## src/sv/llwd_pkg.sv

```systemverilog
package llwd_pkg;

    // Field widths of the request and result channels.
    localparam int ACTION_W = 2;
    localparam int WORKER_W = 5;
    localparam int STATUS_W = 2;
    localparam int LIMIT_W  = 16;

    // Register port geometry.
    localparam int ADDR_W      = 3;
    localparam int DATA_W      = 32;
    localparam int REG_SEL_BIT = 2;

    // Action codes.
    localparam logic [ACTION_W-1:0] ACT_ACQUIRE = 2'd0;
    localparam logic [ACTION_W-1:0] ACT_RELEASE = 2'd1;
    localparam logic [ACTION_W-1:0] ACT_CLEAR   = 2'd2;

    // Status codes.
    localparam logic [STATUS_W-1:0] ST_OK          = 2'd0;
    localparam logic [STATUS_W-1:0] ST_NOT_ENABLED = 2'd1;
    localparam logic [STATUS_W-1:0] ST_FULL        = 2'd2;
    localparam logic [STATUS_W-1:0] ST_AT_ZERO     = 2'd3;

    // Register indexes, decoded from the word address bit.
    localparam logic REG_MODE  = 1'b0;
    localparam logic REG_LIMIT = 1'b1;

    // Limit values.
    localparam logic [LIMIT_W-1:0] LIMIT_RESET   = 16'd20;
    localparam logic [LIMIT_W-1:0] FIXED_DEFAULT = 16'd20;
    localparam logic [LIMIT_W-1:0] GROW_DEFAULT  = 16'd100;

    // Commands from the controller to the datapath.
    typedef struct packed {
        logic capture;
        logic start;
        logic scan_init;
        logic scan_read;
        logic acq_commit;
        logic rel_read;
        logic rel_commit;
        logic clear;
        logic res_echo;
        logic out_load;
    } ctrl_cmd_t;

    // Status from the datapath to the controller.
    typedef struct packed {
        logic [ACTION_W-1:0] action;
        logic                started;
        logic                scan_last;
    } dp_stat_t;

endpackage

```

## src/sv/llwd_ram.sv

```systemverilog
module llwd_ram #(
    parameter int WIDTH = 16,
    parameter int DEPTH = 32
) (
    input  logic                     clk,
    input  logic                     we,
    input  logic [$clog2(DEPTH)-1:0] waddr,
    input  logic [WIDTH-1:0]         wdata,
    input  logic                     re,
    input  logic [$clog2(DEPTH)-1:0] raddr,
    output logic [WIDTH-1:0]         rdata
);

    logic [WIDTH-1:0] mem [DEPTH];
    logic [WIDTH-1:0] rdata_reg;

    // One write port and one registered read port.
    always_ff @(posedge clk)
    begin
        if (we)
        begin
            mem[waddr] <= wdata;
        end
        if (re)
        begin
            rdata_reg <= mem[raddr];
        end
    end

    assign rdata = rdata_reg;

endmodule

```

## src/sv/llwd_ctrl.sv

```systemverilog
module llwd_ctrl (
    input  logic                 clk,
    input  logic                 rst_n,
    input  logic                 in_valid,
    output logic                 in_stall,
    output logic                 out_valid,
    input  logic                 out_stall,
    output llwd_pkg::ctrl_cmd_t  cmd,
    input  llwd_pkg::dp_stat_t   sts
);

    import llwd_pkg::*;

    typedef enum logic [2:0] {
        S_IDLE,
        S_DECODE,
        S_SCAN,
        S_SCAN_END,
        S_DECIDE,
        S_REL_CHECK,
        S_FINISH
    } state_t;

    state_t state_reg;
    state_t state_next;
    logic   out_valid_reg;
    logic   out_valid_next;

    // One request: decode, slot scan or single read and commit as needed, hand off.
    always_comb
    begin
        cmd        = '0;
        state_next = state_reg;
        in_stall   = 1'b1;
        case (state_reg)
            S_IDLE:
            begin
                in_stall = 1'b0;
                if (in_valid)
                begin
                    cmd.capture = 1'b1;
                    state_next  = S_DECODE;
                end
            end
            S_DECODE:
            begin
                cmd.res_echo = 1'b1;
                case (sts.action)
                    ACT_ACQUIRE:
                    begin
                        cmd.start     = !sts.started;
                        cmd.scan_init = 1'b1;
                        state_next    = S_SCAN;
                    end
                    ACT_RELEASE:
                    begin
                        cmd.rel_read = 1'b1;
                        state_next   = S_REL_CHECK;
                    end
                    ACT_CLEAR:
                    begin
                        cmd.clear  = 1'b1;
                        state_next = S_FINISH;
                    end
                    default:
                    begin
                        state_next = S_FINISH;
                    end
                endcase
            end
            S_SCAN:
            begin
                cmd.scan_read = 1'b1;
                if (sts.scan_last)
                begin
                    state_next = S_SCAN_END;
                end
            end
            S_SCAN_END:
            begin
                state_next = S_DECIDE;
            end
            S_DECIDE:
            begin
                cmd.acq_commit = 1'b1;
                state_next     = S_FINISH;
            end
            S_REL_CHECK:
            begin
                cmd.rel_commit = 1'b1;
                state_next     = S_FINISH;
            end
            S_FINISH:
            begin
                // Wait until the output register is free or being emptied.
                if (!out_valid_reg || !out_stall)
                begin
                    cmd.out_load = 1'b1;
                    state_next   = S_IDLE;
                end
            end
            default:
            begin
                state_next = S_IDLE;
            end
        endcase
    end

    // Output valid flag follows loads and downstream acceptance.
    always_comb
    begin
        out_valid_next = out_valid_reg;
        if (out_valid_reg && !out_stall)
        begin
            out_valid_next = 1'b0;
        end
        if (cmd.out_load)
        begin
            out_valid_next = 1'b1;
        end
    end

    always_ff @(posedge clk or negedge rst_n)
    begin
        if (!rst_n)
        begin
            state_reg     <= S_IDLE;
            out_valid_reg <= 1'b0;
        end
        else
        begin
            state_reg     <= state_next;
            out_valid_reg <= out_valid_next;
        end
    end

    assign out_valid = out_valid_reg;

endmodule

```

## src/sv/llwd_dpath.sv

```systemverilog
module llwd_dpath #(
    parameter int NUM_SLOTS  = 32,
    parameter int COUNT_BITS = 16
) (
    input  logic                              clk,
    input  logic                              rst_n,
    input  llwd_pkg::ctrl_cmd_t               cmd,
    output llwd_pkg::dp_stat_t                sts,
    input  logic                              mode,
    input  logic [llwd_pkg::LIMIT_W-1:0]      limit,
    input  logic [llwd_pkg::ACTION_W-1:0]     action,
    input  logic [llwd_pkg::WORKER_W-1:0]     worker,
    output logic [llwd_pkg::WORKER_W-1:0]     chosen,
    output logic [llwd_pkg::STATUS_W-1:0]     status,
    output logic                              retired,
    output logic                              created
);

    import llwd_pkg::*;

    localparam int SLOT_W = $clog2(NUM_SLOTS);
    localparam int LIVE_W = $clog2(NUM_SLOTS + 1);
    localparam int CMP_W  = (COUNT_BITS > LIMIT_W) ? COUNT_BITS : LIMIT_W;
    localparam logic [COUNT_BITS-1:0] COUNT_MAX = '1;
    localparam logic [SLOT_W-1:0]     LAST_SLOT = SLOT_W'(NUM_SLOTS - 1);

    // Captured request.
    logic [ACTION_W-1:0] action_reg;
    logic [WORKER_W-1:0] worker_reg;

    // Pool state.
    logic                 started_reg, started_next;
    logic                 run_mode_reg, run_mode_next;
    logic [LIMIT_W-1:0]   run_limit_reg, run_limit_next;
    logic [NUM_SLOTS-1:0] en_reg, en_next;
    logic [LIVE_W-1:0]    live_reg, live_next;
    logic [NUM_SLOTS-1:0] cnt_vld_reg, cnt_vld_next;

    // Scan pipeline and candidates.
    logic [SLOT_W-1:0]     idx_reg, idx_next;
    logic                  pipe_vld_reg;
    logic [SLOT_W-1:0]     pipe_idx_reg;
    logic                  rd_vbit_reg;
    logic                  found_reg, found_next;
    logic [SLOT_W-1:0]     best_idx_reg, best_idx_next;
    logic [COUNT_BITS-1:0] best_cnt_reg, best_cnt_next;
    logic                  hit_found_reg, hit_found_next;
    logic [SLOT_W-1:0]     hit_idx_reg, hit_idx_next;
    logic [COUNT_BITS-1:0] hit_cnt_reg, hit_cnt_next;
    logic                  free_found_reg, free_found_next;
    logic [SLOT_W-1:0]     free_idx_reg, free_idx_next;

    // Pending result and output register.
    logic [WORKER_W-1:0] res_chosen_reg, res_chosen_next;
    logic [STATUS_W-1:0] res_status_reg, res_status_next;
    logic                res_retired_reg, res_retired_next;
    logic                res_created_reg, res_created_next;
    logic [WORKER_W-1:0] chosen_reg;
    logic [STATUS_W-1:0] status_reg;
    logic                retired_reg;
    logic                created_reg;

    // Count memory ports.
    logic                  ram_we;
    logic [SLOT_W-1:0]     ram_waddr;
    logic [COUNT_BITS-1:0] ram_wdata;
    logic                  ram_re;
    logic [SLOT_W-1:0]     ram_raddr;
    logic [COUNT_BITS-1:0] ram_rdata;
    logic [COUNT_BITS-1:0] rd_cnt;

    // Derived values.
    logic [LIMIT_W-1:0]   n_fixed;
    logic [LIMIT_W-1:0]   grow_lim;
    logic [NUM_SLOTS-1:0] fixed_en;
    logic [LIVE_W-1:0]    fixed_live;
    logic [SLOT_W-1:0]    widx;
    logic                 worker_ok;
    logic                 rel_bad;
    logic                 pipe_en;

    llwd_ram #(
        .WIDTH (COUNT_BITS),
        .DEPTH (NUM_SLOTS)
    ) u_cnt_ram (
        .clk   (clk),
        .we    (ram_we),
        .waddr (ram_waddr),
        .wdata (ram_wdata),
        .re    (ram_re),
        .raddr (ram_raddr),
        .rdata (ram_rdata)
    );

    // An entry not written since reset or clear reads as zero.
    assign rd_cnt = rd_vbit_reg ? ram_rdata : '0;

    // Pool size and cap with the zero default applied.
    assign n_fixed    = (limit == '0) ? FIXED_DEFAULT : limit;
    assign grow_lim   = (limit == '0) ? GROW_DEFAULT : limit;
    assign fixed_live = (32'(n_fixed) > 32'(NUM_SLOTS)) ? LIVE_W'(NUM_SLOTS) : LIVE_W'(n_fixed);

    always_comb
    begin
        for (int i = 0; i < NUM_SLOTS; i++)
        begin
            fixed_en[i] = (32'(i) < 32'(n_fixed));
        end
    end

    // Release target checks.
    assign widx      = SLOT_W'(worker_reg);
    assign worker_ok = (32'(worker_reg) < 32'(NUM_SLOTS));
    assign rel_bad   = !started_reg || !worker_ok || !en_reg[widx];

    // Read port: scan address or the release target.
    assign ram_re    = cmd.scan_read || cmd.rel_read;
    assign ram_raddr = cmd.scan_read ? idx_reg : widx;
    assign idx_next  = cmd.scan_init ? '0 : (cmd.scan_read ? idx_reg + 1'b1 : idx_reg);

    // Candidate tracking as scan data returns, one slot per cycle.
    assign pipe_en = en_reg[pipe_idx_reg];

    always_comb
    begin
        found_next      = found_reg;
        best_idx_next   = best_idx_reg;
        best_cnt_next   = best_cnt_reg;
        hit_found_next  = hit_found_reg;
        hit_idx_next    = hit_idx_reg;
        hit_cnt_next    = hit_cnt_reg;
        free_found_next = free_found_reg;
        free_idx_next   = free_idx_reg;
        if (cmd.scan_init)
        begin
            found_next      = 1'b0;
            hit_found_next  = 1'b0;
            free_found_next = 1'b0;
        end
        else if (pipe_vld_reg)
        begin
            // Least loaded: strict compare keeps the lowest index on a tie.
            if (pipe_en && (!found_reg || rd_cnt < best_cnt_reg))
            begin
                found_next    = 1'b1;
                best_idx_next = pipe_idx_reg;
                best_cnt_next = rd_cnt;
            end
            // First fit below the cap.
            if (pipe_en && !hit_found_reg && (CMP_W'(rd_cnt) < CMP_W'(run_limit_reg))
                && (rd_cnt != COUNT_MAX))
            begin
                hit_found_next = 1'b1;
                hit_idx_next   = pipe_idx_reg;
                hit_cnt_next   = rd_cnt;
            end
            // First free slot.
            if (!pipe_en && !free_found_reg)
            begin
                free_found_next = 1'b1;
                free_idx_next   = pipe_idx_reg;
            end
        end
    end

    // Pool start, count writes, enable changes and result formation.
    always_comb
    begin
        started_next     = started_reg;
        run_mode_next    = run_mode_reg;
        run_limit_next   = run_limit_reg;
        en_next          = en_reg;
        live_next        = live_reg;
        cnt_vld_next     = cnt_vld_reg;
        ram_we           = 1'b0;
        ram_waddr        = widx;
        ram_wdata        = rd_cnt - 1'b1;
        res_chosen_next  = res_chosen_reg;
        res_status_next  = res_status_reg;
        res_retired_next = res_retired_reg;
        res_created_next = res_created_reg;

        if (cmd.res_echo)
        begin
            res_chosen_next  = worker_reg;
            res_status_next  = ST_OK;
            res_retired_next = 1'b0;
            res_created_next = 1'b0;
        end

        // First acquire latches mode and limit and enables the initial pool.
        if (cmd.start)
        begin
            started_next  = 1'b1;
            run_mode_next = mode;
            if (!mode)
            begin
                run_limit_next = n_fixed;
                en_next        = fixed_en;
                live_next      = fixed_live;
            end
            else
            begin
                run_limit_next = grow_lim;
                en_next        = {{(NUM_SLOTS - 1){1'b0}}, 1'b1};
                live_next      = LIVE_W'(1);
            end
        end

        if (cmd.clear)
        begin
            cnt_vld_next = '0;
        end

        if (cmd.acq_commit)
        begin
            if (!run_mode_reg)
            begin
                res_chosen_next = WORKER_W'(best_idx_reg);
                if (!found_reg || best_cnt_reg == COUNT_MAX)
                begin
                    res_status_next = ST_FULL;
                end
                else
                begin
                    ram_we    = 1'b1;
                    ram_waddr = best_idx_reg;
                    ram_wdata = best_cnt_reg + 1'b1;
                end
            end
            else if (hit_found_reg)
            begin
                res_chosen_next = WORKER_W'(hit_idx_reg);
                ram_we          = 1'b1;
                ram_waddr       = hit_idx_reg;
                ram_wdata       = hit_cnt_reg + 1'b1;
            end
            else if (free_found_reg)
            begin
                res_chosen_next       = WORKER_W'(free_idx_reg);
                res_created_next      = 1'b1;
                ram_we                = 1'b1;
                ram_waddr             = free_idx_reg;
                ram_wdata             = COUNT_BITS'(1);
                en_next[free_idx_reg] = 1'b1;
                live_next             = live_reg + 1'b1;
            end
            else
            begin
                res_chosen_next = '0;
                res_status_next = ST_FULL;
            end
        end

        if (cmd.rel_commit)
        begin
            if (rel_bad)
            begin
                res_status_next = ST_NOT_ENABLED;
            end
            else if (rd_cnt == '0)
            begin
                res_status_next = ST_AT_ZERO;
            end
            else
            begin
                ram_we    = 1'b1;
                ram_waddr = widx;
                ram_wdata = rd_cnt - 1'b1;
                // An idle grow-mode worker retires while others remain.
                if (run_mode_reg && rd_cnt == COUNT_BITS'(1) && live_reg > LIVE_W'(1))
                begin
                    en_next[widx]    = 1'b0;
                    live_next        = live_reg - 1'b1;
                    res_retired_next = 1'b1;
                end
            end
        end

        if (ram_we)
        begin
            cnt_vld_next[ram_waddr] = 1'b1;
        end
    end

    // Control state.
    always_ff @(posedge clk or negedge rst_n)
    begin
        if (!rst_n)
        begin
            started_reg    <= 1'b0;
            run_mode_reg   <= 1'b0;
            en_reg         <= '0;
            live_reg       <= '0;
            cnt_vld_reg    <= '0;
            idx_reg        <= '0;
            pipe_vld_reg   <= 1'b0;
            rd_vbit_reg    <= 1'b0;
            found_reg      <= 1'b0;
            hit_found_reg  <= 1'b0;
            free_found_reg <= 1'b0;
        end
        else
        begin
            started_reg    <= started_next;
            run_mode_reg   <= run_mode_next;
            en_reg         <= en_next;
            live_reg       <= live_next;
            cnt_vld_reg    <= cnt_vld_next;
            idx_reg        <= idx_next;
            pipe_vld_reg   <= cmd.scan_read;
            found_reg      <= found_next;
            hit_found_reg  <= hit_found_next;
            free_found_reg <= free_found_next;
            if (ram_re)
            begin
                rd_vbit_reg <= cnt_vld_reg[ram_raddr];
            end
        end
    end

    // Payload registers.
    always_ff @(posedge clk)
    begin
        if (cmd.capture)
        begin
            action_reg <= action;
            worker_reg <= worker;
        end
        run_limit_reg   <= run_limit_next;
        pipe_idx_reg    <= idx_reg;
        best_idx_reg    <= best_idx_next;
        best_cnt_reg    <= best_cnt_next;
        hit_idx_reg     <= hit_idx_next;
        hit_cnt_reg     <= hit_cnt_next;
        free_idx_reg    <= free_idx_next;
        res_chosen_reg  <= res_chosen_next;
        res_status_reg  <= res_status_next;
        res_retired_reg <= res_retired_next;
        res_created_reg <= res_created_next;
        if (cmd.out_load)
        begin
            chosen_reg  <= res_chosen_reg;
            status_reg  <= res_status_reg;
            retired_reg <= res_retired_reg;
            created_reg <= res_created_reg;
        end
    end

    assign sts.action    = action_reg;
    assign sts.started   = started_reg;
    assign sts.scan_last = (idx_reg == LAST_SLOT);

    assign chosen  = chosen_reg;
    assign status  = status_reg;
    assign retired = retired_reg;
    assign created = created_reg;

endmodule

```

## src/sv/least_loaded_worker_dispatcher.sv

```systemverilog
// One request in flight; the next is taken in the cycle after the result is registered, and an
// acquire includes the one-slot-per-cycle scan of the count memory.
// Reset clears control state, enables and per-slot count valid bits at once, so every count
// reads as zero after reset with no clearing pass; mode resets to 0 and limit to 20.
module least_loaded_worker_dispatcher #(
    parameter int NUM_SLOTS  = 32,
    parameter int COUNT_BITS = 16
) (
    input  logic                              clk,
    input  logic                              rst_n,
    input  logic                              psel,
    input  logic                              penable,
    input  logic                              pwrite,
    input  logic [llwd_pkg::ADDR_W-1:0]       paddr,
    input  logic [llwd_pkg::DATA_W-1:0]       pwdata,
    output logic [llwd_pkg::DATA_W-1:0]       prdata,
    output logic                              pready,
    input  logic                              in_valid,
    output logic                              in_stall,
    input  logic [llwd_pkg::ACTION_W-1:0]     action,
    input  logic [llwd_pkg::WORKER_W-1:0]     worker,
    output logic                              out_valid,
    input  logic                              out_stall,
    output logic [llwd_pkg::WORKER_W-1:0]     chosen,
    output logic [llwd_pkg::STATUS_W-1:0]     status,
    output logic                              retired,
    output logic                              created
);

    import llwd_pkg::*;

    logic               mode_reg;
    logic [LIMIT_W-1:0] limit_reg;
    logic               cfg_wr;
    logic               reg_sel;
    ctrl_cmd_t          cmd;
    dp_stat_t           sts;

    // Register file: word address bit selects mode or limit.
    assign pready  = 1'b1;
    assign cfg_wr  = psel && penable && pwrite && pready;
    assign reg_sel = paddr[REG_SEL_BIT];
    assign prdata  = (reg_sel == REG_LIMIT) ? DATA_W'(limit_reg) : DATA_W'(mode_reg);

    always_ff @(posedge clk or negedge rst_n)
    begin
        if (!rst_n)
        begin
            mode_reg  <= 1'b0;
            limit_reg <= LIMIT_RESET;
        end
        else if (cfg_wr)
        begin
            if (reg_sel == REG_MODE)
            begin
                mode_reg <= pwdata[0];
            end
            else
            begin
                limit_reg <= pwdata[LIMIT_W-1:0];
            end
        end
    end

    llwd_ctrl u_ctrl (
        .clk       (clk),
        .rst_n     (rst_n),
        .in_valid  (in_valid),
        .in_stall  (in_stall),
        .out_valid (out_valid),
        .out_stall (out_stall),
        .cmd       (cmd),
        .sts       (sts)
    );

    llwd_dpath #(
        .NUM_SLOTS  (NUM_SLOTS),
        .COUNT_BITS (COUNT_BITS)
    ) u_dpath (
        .clk     (clk),
        .rst_n   (rst_n),
        .cmd     (cmd),
        .sts     (sts),
        .mode    (mode_reg),
        .limit   (limit_reg),
        .action  (action),
        .worker  (worker),
        .chosen  (chosen),
        .status  (status),
        .retired (retired),
        .created (created)
    );

endmodule

```

## config.mk

```make
export PLATFORM = sky130hd
export DESIGN_NAME = least_loaded_worker_dispatcher
export DESIGN_NICKNAME = d
export VERILOG_FILES = /design/src/sv/llwd_pkg.sv /design/src/sv/llwd_ram.sv /design/src/sv/llwd_ctrl.sv /design/src/sv/llwd_dpath.sv /design/src/sv/least_loaded_worker_dispatcher.sv
export SDC_FILE = /design/constraint.sdc
export NUM_CORES = 1
export LEC_CHECK = 0
export BUFFER_PORTS_ARGS = -buffer_cell sky130_fd_sc_hd__buf_2
export CORE_ASPECT_RATIO = 1.25
export CORE_UTILIZATION = 66
export CTS_CLUSTER_DIAMETER = 120
export DETAILED_ROUTE_END_ITERATION = 10
export PLACE_DENSITY = 0.85
export SLEW_MARGIN = 20
export SYNTH_ARGS = -nofsm -noshare
export SYNTH_HDL_FRONTEND = slang
export SYNTH_HIERARCHICAL = 1
export SYNTH_SLANG_ARGS = --single-unit
```

## constraint.sdc

```tcl
create_clock -name clk -period 7.4 [get_ports clk]
set_input_delay 0.37 -clock clk [delete_from_list [all_inputs] [get_ports clk]]
set_output_delay 0.37 -clock clk [all_outputs]
set_load 0.01 [all_outputs]
```

# Word-level counts from Yosys, hierarchy flattened
# Memory sizes are Yosys's and may differ from the RTL's. A register that Yosys moved wholly into a read port is not among the register bits.
# Index checks and enable logic that the tools add are counted.
# totals
ram_bits	512
register_bits	196
elab_cells	274
mem_count	1
# op_classes
n_lt_le_gt_ge	44
n_addsub	6
reduce_logical	47
eq_ne	15
mux	123
bitwise_logic	6
# memory_table
name	words	width	rd	rd_clocked_by_memory_dff	wr	line_no	source
u_dpath.u_cnt_ram.mem	32	16	1	1	1	llwd_ram.sv:14	logic [WIDTH-1:0] mem [DEPTH];
# op_table
operator	count
$mux W32	12
$lt A5 B16 Y1 const A	16
$mux W16	13
$lt A4 B16 Y1 const A	8
$mux W5	16
$mux W6	11
$lt A3 B16 Y1 const A	4
$or A32 B32 Y32	2
$mux W1	48
$add A16 B1 Y16 const B	2
$and A32 B32 Y32	1
$logic_not A16 Y1	2
$lt A1 B16 Y1 const A	2
$lt A16 B16 Y1	2
$lt A2 B16 Y1 const A	2
$not A32 Y32	1
$lt A5 B6 Y1 const B	5
$mux W2	12
$pmux W3 S6	1
$eq A16 B1 Y1 const B	1
$eq A16 B16 Y1 const B	1
$gt A16 B6 Y1 const B	1
$ne A16 B16 Y1 const B	1
$sub A16 B1 Y16 const B	1
27 further kinds	76

# Logic depth before layout (Yosys ltp)
# depth
ltp_word	15
ltp_mapped	14
depth_no_buf	10

# By module
# Netlist, hierarchy kept.
# modules_own_cells
mod	cells_per_inst	area_per_inst_um2	instances
llwd_ram	1143	20694.8	1
llwd_dpath	1042	10598.9	1
least_loaded_worker_dispatcher	74	953.4	1
llwd_ctrl	35	290.3	1

# Worst setup path before layout
# OpenSTA, ideal clock, no wires.
# synth_timing
kind	register -> register
startpoint	reg u_dpath.best_cnt_reg[0]
endpoint	mem u_dpath.u_cnt_ram.mem[10][0], enable pin
path_stages_with_launch	12
arrival_time_ns	3.654
setup_time_ns	0.388
slack_ns	3.358
path_buffers	2
period_less_slack_ns	4.042
required_ns	7.012
cell_sequence	edfxtp_1 > ha_1 > nand4_2 > o41ai_2 > nor2_1 > o21a_1 > and2_1 > buf_4 > buf_4 > o22ai_1 > or3b_2 > nor2_1
# synth_rtl
element	line_no	source
start, declared	llwd_dpath.sv:46	logic [COUNT_BITS-1:0] best_cnt_reg, best_cnt_next;
start signal, assigned	llwd_dpath.sv:333	best_cnt_reg <= best_cnt_next;
$eq A16 B16 Y1 (*)	llwd_dpath.sv:220	if (!found_reg || best_cnt_reg == COUNT_MAX)
$logic_or A1 B1 Y1 (*)	llwd_dpath.sv:220	
$mux W5 (*)	llwd_dpath.sv:220	
$mux W5 (*)	llwd_dpath.sv:217	if (!run_mode_reg)
$mux W5 (*)	llwd_dpath.sv:215	if (cmd.acq_commit)
$mux W5	llwd_dpath.sv:261	else if (rd_cnt == '0)
$mux W5	llwd_dpath.sv:257	if (rel_bad)
$mux W5 (*)	llwd_dpath.sv:255	if (cmd.rel_commit)
via u_dpath.ram_waddr[3]	llwd_dpath.sv:65	logic [SLOT_W-1:0] ram_waddr;
end, declared	llwd_ram.sv:14	
# The timed path passes the listed nets; every way through them passes the cells marked *.

# Worst setup path after layout
# layout_timing
startpoint	reg u_dpath.worker_reg[0] (netlist: u_dpath/widx[0])
endpoint	mem u_dpath.u_cnt_ram.mem[28][10], enable pin
# layout_rtl
element	line_no	source
start, declared	llwd_dpath.sv:29	logic [WORKER_W-1:0] worker_reg;
start signal, assigned	llwd_dpath.sv:328	worker_reg <= worker;
branches (longest 6 deep; another with $bmux W1 S5)	--	
$mux W5 (*)	llwd_dpath.sv:255	
via u_dpath.ram_waddr[0]	llwd_dpath.sv:65	
# Mark *: on every way through the listed nets, which the timed path passes. The select of a mux whose other input is x is not followed.

==> impl_metrics.py <==
metrics = {
    "outcome": {
        "outcome": "finished, violations left",
        "violations": "DRC",
    },
    "floorplan": {
        "core_um2": 48400,
        "ios": 93,
        "chipHeight_um": 250,
        "die_width_um": 201,
        "num_rows": 90,
        "initial_core_util_pct": 67.2,
        "dieArea_um2": 50200,
    },
    "power": {
        "seqPwrFrac_pct": 40.9,
        "sw_frac_of_total_pct": 36.1,
        "p_int_uw": 9680,
        "p_leak_uw": 0.0133,
        "total_power_uw": 15200,
        "power_frac_clock_pct": 24.5,
        "powerDensity_nw_per_um2": 422,
        "power_switching_uw": 5480,
        "p_comb_share_pct": 34.6,
        "irDropWorstVdd_uv": 338,
    },
    "yosys": {
        "netlist_instances": 2294,
        "synth_area_leader_cell": "edfxtp_1",
        "seq_area_frac_synth_pct": 65.0,
        "synth-seq-cells": 724,
        "yosysUniqueCellTypes": 94,
        "synth_async_sr_flop_share_pct": 14.2,
        "syn-cell-area_um2": 32500,
        "synth_top_cells_by_count": "612 x edfxtp_1, 278 x mux2i_1, 106 x nand2_1",
        "yosysMostFrequentCell": "edfxtp_1",
        "avgSynthCellArea_um2": 14.2,
        "ys.flop_type": "edfxtp_1",
        "synth_area_leaders": "edfxtp_1 56%, mux2i_1 8.6%, dfrtp_1 7.8%, a22oi_1 2.4%, ha_1 1.5%",
        "synth-warning-count": 6,
        "synth_top_area_share_pct": 56.5,
        "synth-edff-count": 612,
    },
    "timing": {
        "tightestPinTransition_ns": 1.13,
        "hold_viol": 0,
        "relSlewSlack_pct": 25.0,
        "finalMaxSlewViolations": 0,
        "timing.setup.tns_ns": 0,
        "clock_skew_ns": 0.0314,
        "period_share_pct": 75.8,
        "finalSetupViolations": 0,
        "fin_crit_ns": 5.61,
        "rsz0062_at_grt": "false",
        "fmax_ghz": 0.178,
    },
    "layout": {
        "num_antenna_cells": 0,
        "largest_register_ffs": 512,
        "area_delta_synth_final_pct": 10.4,
        "final_nets": 2459,
        "drive_gt1_share_pct": 13.9,
    },
    "critical_path": {
        "crit_buf_inv": 0,
        "rrSetupSlack_ns": 1.79,
        "r2r_end": "u_dpath/u_cnt_ram/mem[28][10]",
        "cp_slowest_cell": "and2_1",
        "path_max_fanout": 20,
        "crit_family": "simple AND/OR/NAND/NOR gates",
        "cp.arrival_ns": 5.83,
        "reg2reg_depth": 8,
        "critPathLaunchType": "flip-flop",
        "cp-end-kind": "flip-flop",
        "worstPathRequired_ns": 7.62,
        "max_stage_delay_ns": 0.95,
        "path_cells": "mux4_2 -> a22oi_1 -> nand3_1 -> o211ai_4 -> and2_1 -> o22ai_1 -> or3b_2 -> nor2_2",
        "path_class": "reg -> reg",
        "rr_startpoint": "u_dpath/widx[0]",
    },
    "place": {
        "dp_hpwl_um": 48600,
        "port_buffers": 57,
        "gp_congestion": 0.948,
    },
    "global_routing": {
        "grt_max_degree": 93,
        "grt_pass1_vias": 20949,
        "gr-usage-all-layers_pct": 31.8,
        "grt_pass1_wl_um": 120000,
        "antenna_found_initial": 1,
        "gr-total-overflow": 0,
    },
    "route": {
        "vias_per_cell": 6.68,
        "routed_wl_um": 79000,
        "dr.pass1.iters": 10,
        "drt_iter0_drc": 2136,
        "drc": 1,
        "num_vias": 20489,
        "ant_nets": 0,
        "routedWlPerCell_um": 25.8,
    },
    "clock_tree": {
        "cts_buffers": 70,
        "clock_latency_ns": 0.63,
        "cts_tree": "built",
        "cts_root_buffer": "clkbuf_16",
        "clkTransAtPathRegs_ns": 0.06,
        "cts.sinks": 724,
        "clock_path_buffers": 3,
        "ctsResizeCount": 0,
        "h-tree-depth": 3,
    },
    "hold_path": {
        "whs_path_depth": 2,
        "min_from": "pwdata[10]",
        "hp-class": "in -> reg",
        "min_to": "limit_reg[10]",
    },
    "job": {
        "max-cap-violations": 0,
    },
}
## final cells by class
cell class	count	area, um2
clock buffers	80	1850
clock inverters	46	515
fillers	2892	12500
inverters	92	353
multi-input cells	1337	10200
flip-flops and latches	724	21100
well taps	644	806
repair buffers	145	1020
## per-stage QoR
step                      hold WS (ns)  setup slack (ns)  cells  instance area, um2  util, %
after floorplan                 0.0744              3.36   2309               32600        -
after global placement           0.410              1.71   2919               33300     68.8
after detailed placement         0.406              1.95   2919               33300     68.8
after CTS                      0.00360              1.90   3068               35900     74.2
after global routing            0.0162              1.67   3068               35900     74.2
final                           0.0209              1.79   3068               35900     74.2
## worst register-to-register path: cells and delay by family (launching register included)
family             cells  cell delay [ns]
AOI/OAI and AO/OA      3             1.15
DFF                    1             0.89
muxes                  1             0.60
and+or+nand+nor        4             2.58
## worst max-delay path by stage
stage / startpoint / end / slack (ns) / cells past startpoint
after floorplan: u_dpath/best_cnt_reg[0] / u_dpath/u_cnt_ram/mem[10][0] / 3.36 / 11
final: u_dpath/widx[0] / u_dpath/u_cnt_ram/mem[28][10] / 1.79 / 8
after CTS: u_dpath/widx[0] / u_dpath/u_cnt_ram/mem[28][14] / 1.90 / 8
after detailed placement: u_dpath/widx[0] / u_dpath/u_cnt_ram/mem[28][10] / 1.95 / 8
after global placement: u_dpath/widx[0] / u_dpath/u_cnt_ram/mem[28][10] / 1.71 / 8
after global routing: u_dpath/widx[0] / u_dpath/u_cnt_ram/mem[28][7] / 1.67 / 8
## per-layer routing
metal	track usage [%]	up-vias	share of wire, %
li1	-	8927	-
met4	20.9	0	6.9
met1	37.6	10095	35
met3	4.81	289	7.8
met5	0	-	0
met2	54.5	1178	50
## power groups by stage
stage | registers [uW] | logic, uW | clock network [uW]
CTS | 6190 | 5150 | 3740
finish | 6210 | 5250 | 3710
detailed placement | 6270 | 5070 | 0
floorplan | 6080 | 3620 | 0
global route | 6260 | 5520 | 3900
global placement | 6240 | 4890 | 0
## cells in the final DEF, fill, tap and decap left out, types with 36 or more instances in the layout
cell type	netlist	routed
buf_4	41	65
clkbuf_16	0	73
edfxtp_1	612	612
nand2_1	106	106
nor2_1	92	90
inv_1	89	88
nand3_1	65	65
nor3_1	42	42
mux2i_1	278	277
buf_2	30	56
dfrtp_1	101	101
o21ai_0	50	47
ha_1	40	40
o22ai_1	50	36
a21oi_1	81	80
a22oi_1	102	102
## kinds of logic (layout without fill, tap and decap cells)
group,Yosys count,in the layout,synth area share [%]
adder cells (fa/ha/maj),40,40,1.54
AO/OA/AOI/OAI,438,438,9.61
XOR/XNOR,43,43,1.16
multiplexers,323,323,10.9
AND/OR/NAND/NOR,476,476,7.65
flip-flops,724,724,65.0
other,2,17,0.0231
buffers and inverters,248,363,4.21
## repair_timing
| item | in CTS | in global routing |
|---|---|---|
| buffers inserted | 0 | 0 |
| setup endpoints to repair | 0 | 0 |
| hold buffers | 23 | 0 |
| hold endpoints to repair | 63 | 0 |
Power figures use the tool's default switching activity.
